[config.mk]
export PLATFORM = sky130hd
export DESIGN_NAME = tpct_edge
export DESIGN_NICKNAME = d
export VERILOG_FILES = /design/src/rtl/tpct_pkg.sv /design/src/rtl/tpct_edge.sv
export SDC_FILE = /design/constraint.sdc
export NUM_CORES = 2
export LEC_CHECK = 0
export BUFFER_PORTS_ARGS = -buffer_cell sky130_fd_sc_hd__buf_4
export CAP_MARGIN = 20
export CORE_MARGIN = 4
export CORE_UTILIZATION = 55
export DETAILED_ROUTE_END_ITERATION = 10
export GPL_TIMING_DRIVEN = 0
export PLACE_DENSITY_LB_ADDON = 0.08
export SYNTH_ARGS = -nofsm -noshare
export SYNTH_HDL_FRONTEND = slang
export SYNTH_SLANG_ARGS = --single-unit
[constraint.sdc]
create_clock -name clk -period 20.3 [get_ports clk]
set_input_delay 3.045 -clock clk [delete_from_list [all_inputs] [get_ports clk]]
set_output_delay 3.045 -clock clk [all_outputs]
set_load 0.005 [all_outputs]
[src/rtl/tpct_pkg.sv]
// Shared constants and types for the triangle pixel coverage test.
package tpct_pkg;

	localparam int SCREEN_SIZE   = 1024;
	localparam int FRACTION_BITS = 4;

	localparam int VTX_W  = 16;	// vertex coordinate width
	localparam int PIX_W  = 10;	// pixel coordinate width
	localparam int COL_W  = 8;	// colour component width
	localparam int OFF_W  = 13;	// offscreen point coordinate width
	localparam int COEF_W = VTX_W + 1;	// edge coefficient (vertex difference)
	localparam int ADDR_W = 4;
	localparam int DATA_W = 32;

	// register indexes (paddr[3:2])
	localparam logic [1:0] REG_OFF_X = 2'd0;
	localparam logic [1:0] REG_OFF_Y = 2'd1;
	localparam logic [1:0] REG_BAK_X = 2'd2;
	localparam logic [1:0] REG_BAK_Y = 2'd3;

	localparam logic signed [OFF_W-1:0] OFF_X_RST = -13'sd1;
	localparam logic signed [OFF_W-1:0] OFF_Y_RST = -13'sd1;
	localparam logic signed [OFF_W-1:0] BAK_X_RST = -13'sd2;
	localparam logic signed [OFF_W-1:0] BAK_Y_RST = -13'sd1;

	// sign of an edge value; both clear means zero
	typedef struct packed {
		logic pos;
		logic neg;
	} sign_t;

endpackage

[src/rtl/tpct_edge.sv]
// Pipelined edge function sign: (ay-by)*(px-ax) + (bx-ax)*(py-ay), three stages.
module tpct_edge #(
	parameter int PW = 17
) (
	input  logic                                  clk,
	input  logic                                  en,
	input  logic signed [tpct_pkg::VTX_W-1:0]     ax,
	input  logic signed [tpct_pkg::VTX_W-1:0]     ay,
	input  logic signed [tpct_pkg::VTX_W-1:0]     bx,
	input  logic signed [tpct_pkg::VTX_W-1:0]     by,
	input  logic signed [PW-1:0]                  px,
	input  logic signed [PW-1:0]                  py,
	output tpct_pkg::sign_t                       sgn
);

	localparam int CW  = tpct_pkg::COEF_W;
	localparam int DW  = PW + 1;
	localparam int PRW = CW + DW;
	localparam int SW  = PRW + 1;

	logic signed [CW-1:0]  dy_s1, dx_s1;
	logic signed [DW-1:0]  qx_s1, qy_s1;
	logic signed [PRW-1:0] mx_s2, my_s2;
	logic signed [SW-1:0]  sum;
	tpct_pkg::sign_t       sgn_s3;

	// stage 1: differences
	always_ff @(posedge clk) begin
		if (en) begin
			dy_s1 <= CW'(ay) - CW'(by);
			dx_s1 <= CW'(bx) - CW'(ax);
			qx_s1 <= DW'(px) - DW'(ax);
			qy_s1 <= DW'(py) - DW'(ay);
		end
	end

	// stage 2: products
	always_ff @(posedge clk) begin
		if (en) begin
			mx_s2 <= PRW'(dy_s1) * PRW'(qx_s1);
			my_s2 <= PRW'(dx_s1) * PRW'(qy_s1);
		end
	end

	assign sum = SW'(mx_s2) + SW'(my_s2);

	// stage 3: sign of the sum
	always_ff @(posedge clk) begin
		if (en) begin
			sgn_s3.neg <= sum[SW-1];
			sgn_s3.pos <= !sum[SW-1] && (sum != '0);
		end
	end

	assign sgn = sgn_s3;

endmodule

==> impl_metrics.tcl <==
set metrics [dict create \
    status "finished, final reports clean" \
    die_y_um 247 \
    syn2layout_area_growth_pct 7.32 \
    grt_pass1_vias 24200 \
    synthFlopType "edfxtp_1" \
    cts_root_buf "clkbuf_16" \
    clkSinkCount 142 \
    rsz0062_at_grt "no" \
    reg2reg_to "my_s2[34]" \
    grt-ovfl-total 0 \
    postRouteAntennaNets 0 \
    ys_ff_latch 142 \
    yosys_warnings 0 \
    met2_usage 0.435 \
    async_reset_ff_frac 0 \
    hp-class "reg -> reg" \
    drt_pass1_iterations 5 \
    finalMaxSlewViolations 0 \
    synth_top_area_cell "fa_1" \
    detailed_place_hpwl_um 71300 \
    drc 0 \
    synthTopCellsByArea "fa_1 (40%), edfxtp_1 (14%), ha_1 (11%), inv_1 (9.0%), and2_1 (5.8%)" \
    worstSkewPairLatency_ns 0.44 \
    netlist_instances 3295 \
    synth_nets 4297 \
    final_core_util 0.598 \
    drive_above_1_share 0.0458 \
    dieArea_um2 61200 \
    vias 22700 \
    path_clk_slew_ns 0.07 \
    r2r_start "qy_s1[11]" \
    grt_pass1_wl_um 133000 \
    finalSetupTns_ns 0 \
    cp.required_ns 20.47 \
    routabilityCongestion 0.940 \
    fill_cells 5059 \
    use_met1 0.408 \
    synth_most_common_cell "inv_1" \
    synth_commonest_cells "inv_1 (756), fa_1 (627), nand2_1 (350), and2_1 (291), ha_1 (275)" \
    htreeDepth 4 \
    portBuffers 101 \
    crit_path_end "my_s2[34]" \
    hold_viol 0 \
    cp_max_fo 10 \
    synth.top_cell.area_share 0.398 \
    first_iter_violations 1489 \
    synth_area_um2 31500 \
    cts_tree "yes" \
    path_class "reg -> reg" \
    routed_via_density 5.43 \
    cts_buffer_depth 2 \
    crit_path_start "qy_s1[11]" \
    cts_hold_buf 0 \
    r2r_setup_slack_ns 12.54 \
    ctsResizeCount 0 \
    cts_buffers 17 \
    setup_viol_count_final 0 \
    synth.distinct_cells 69 \
    antenna_found_initial 8 \
    chipWidth_um 247 \
    r2r_cells 23 \
    post_cts_buffers 0 \
    hp-start "dx_s1[0]" \
    use_met3 0.0780 \
    ys_seq_area_frac 0.135 \
    grt.busiest_layer "met2" \
    grt_max_degree 76 \
    worst_setup_path_start_kind "register" \
    final_nets 4418 \
    fin_crit_ns 7.76 \
    avgSynthCellArea_um2 9.57 \
    finClkSkew_ns 0.0143 \
    grt_usage 0.286 \
    end_kind "register" \
    start_util 0.557 \
    arrival_ns 7.93 \
    relSlewSlack 0.104 \
    wl_per_cell_um 19.7 \
    row_count 87 \
    drt-total-wl_um 82700 \
    fin_crit_sh 0.382 \
    io_pins 102 \
    fmax_mhz 129 \
    core_area_um2 56600 \
    synth-edff-count 142 \
    tightest_slew_ns 1.31 \
    maxCapViolCount 0 \
]
==> worst min path at each step <==
stage          endpoint  slack (ns)  depth (start not counted)
2_1_floorplan  my_s2[0]        0.61                          1
3_3_place_gp   mx_s2[0]        0.82                          1
3_5_place_dp   mx_s2[0]        0.83                          1
4_1_cts        mx_s2[0]        0.85                          1
5_1_grt        mx_s2[0]        0.89                          1
6_report       my_s2[0]        0.84                          1
==> cell type report <==
class | count | area (um^2) | area share
Clock buffer | 18 | 429 | 0.0127
Multi-Input combinational cell | 2304 | 24100 | 0.711
Clock inverter | 14 | 129 | 0.00381
Inverter | 756 | 2840 | 0.0839
Sequential cell | 142 | 4260 | 0.126
Timing Repair Buffer | 102 | 790 | 0.0233
Antenna cell | 5 | 12.5 | 0.000370
Tap cell | 756 | 946 | 0.0280
Buffer | 93 | 354 | 0.0105
==> layer usage <==
layer | part of all wire | wire [um]
met1 | 0.44 | 36100
met2 | 0.44 | 36600
met3 | 0.092 | 7570
met4 | 0.029 | 2430
met5 | 0.00017 | 14
==> through the flow <==
step	instances	hold slack (ns)	setup slack (ns)	area [um^2]
after floorplan	3295	0.611	13.86	31500
after global placement	4152	0.817	12.60	33200
after detailed placement	4153	0.827	12.52	33300
after CTS	4185	0.846	12.51	33800
after global routing	4185	0.887	12.15	33800
final	4190	0.835	12.54	33800
==> cell usage in the layout (no fill, tap or decap), types with 5 or more instances in the layout <==
| cell type | netlist | routed |
|---|---|---|
| and2_1 | 291 | 291 |
| o21a_1 | 18 | 18 |
| or2_2 | 7 | 7 |
| and3_1 | 12 | 12 |
| a41oi_1 | 5 | 5 |
| a211oi_1 | 6 | 6 |
| o21bai_1 | 14 | 14 |
| xnor2_1 | 121 | 121 |
| buf_4 | 0 | 100 |
| ha_1 | 275 | 275 |
| o22ai_1 | 5 | 5 |
| nor2b_1 | 27 | 27 |
| o2111ai_1 | 5 | 5 |
| a21boi_0 | 15 | 15 |
| nand2b_1 | 32 | 32 |
| a21oi_1 | 92 | 92 |
| a21o_1 | 41 | 41 |
| o211ai_1 | 7 | 7 |
| clkbuf_16 | 0 | 17 |
| nand3_1 | 29 | 29 |
| edfxtp_1 | 142 | 142 |
| diode_2 | 0 | 5 |
| nand2_1 | 350 | 350 |
| xor2_1 | 17 | 17 |
| or3_1 | 10 | 10 |
| clkinv_4 | 0 | 5 |
| nor3_1 | 21 | 21 |
| clkbuf_1 | 88 | 89 |
| nor4_1 | 5 | 5 |
| a211o_1 | 5 | 5 |
| o21ai_0 | 69 | 69 |
| inv_1 | 756 | 756 |
| nor2_1 | 110 | 110 |
| nand4_1 | 9 | 9 |
| fa_1 | 627 | 627 |
| a31oi_1 | 16 | 16 |
==> cell families (layout without fill, tap and decap cells) <==
logic type / after synthesis / count (layout) / synth area share
flip-flops: 142 / 142 / 0.135
multiplexers: 2 / 2 / 0.000635
buffers and inverters: 849 / 983 / 0.101
other: 0 / 5 / 0
AO/OA/AOI/OAI: 346 / 346 / 0.0730
AND/OR/NAND/NOR: 916 / 916 / 0.144
adder cells (fa/ha/maj): 902 / 902 / 0.507
XOR/XNOR: 138 / 138 / 0.0383
==> registers in the layout, summed over array words and instances (netlist names) <==
signal  count
qy_s1      18
mx_s2      35
dy_s1      17
qx_s1      18
dx_s1      17
my_s2      35
sgn         2
==> worst max-delay path, stage by stage, from the launching register on <==
cell	delay, ns
edfxtp_1	0.70
clkbuf_1	0.54
nand2_1	0.17
fa_1	0.54
fa_1	0.53
fa_1	0.53
inv_1	0.06
fa_1	0.50
fa_1	0.49
inv_1	0.05
fa_1	0.47
inv_1	0.04
ha_1	0.27
buf_2	0.17
a211oi_1	0.26
nand2_1	0.11
and3_1	0.17
a311o_1	0.38
a41oi_1	0.32
a21oi_1	0.22
a221o_1	0.42
nor2b_1	0.17
o221ai_1	0.20
xnor2_1	0.14
Power is left out: the tool's default activity adds up to more than one toggle a clock period on the data nets, which glitch-free logic cannot reach.
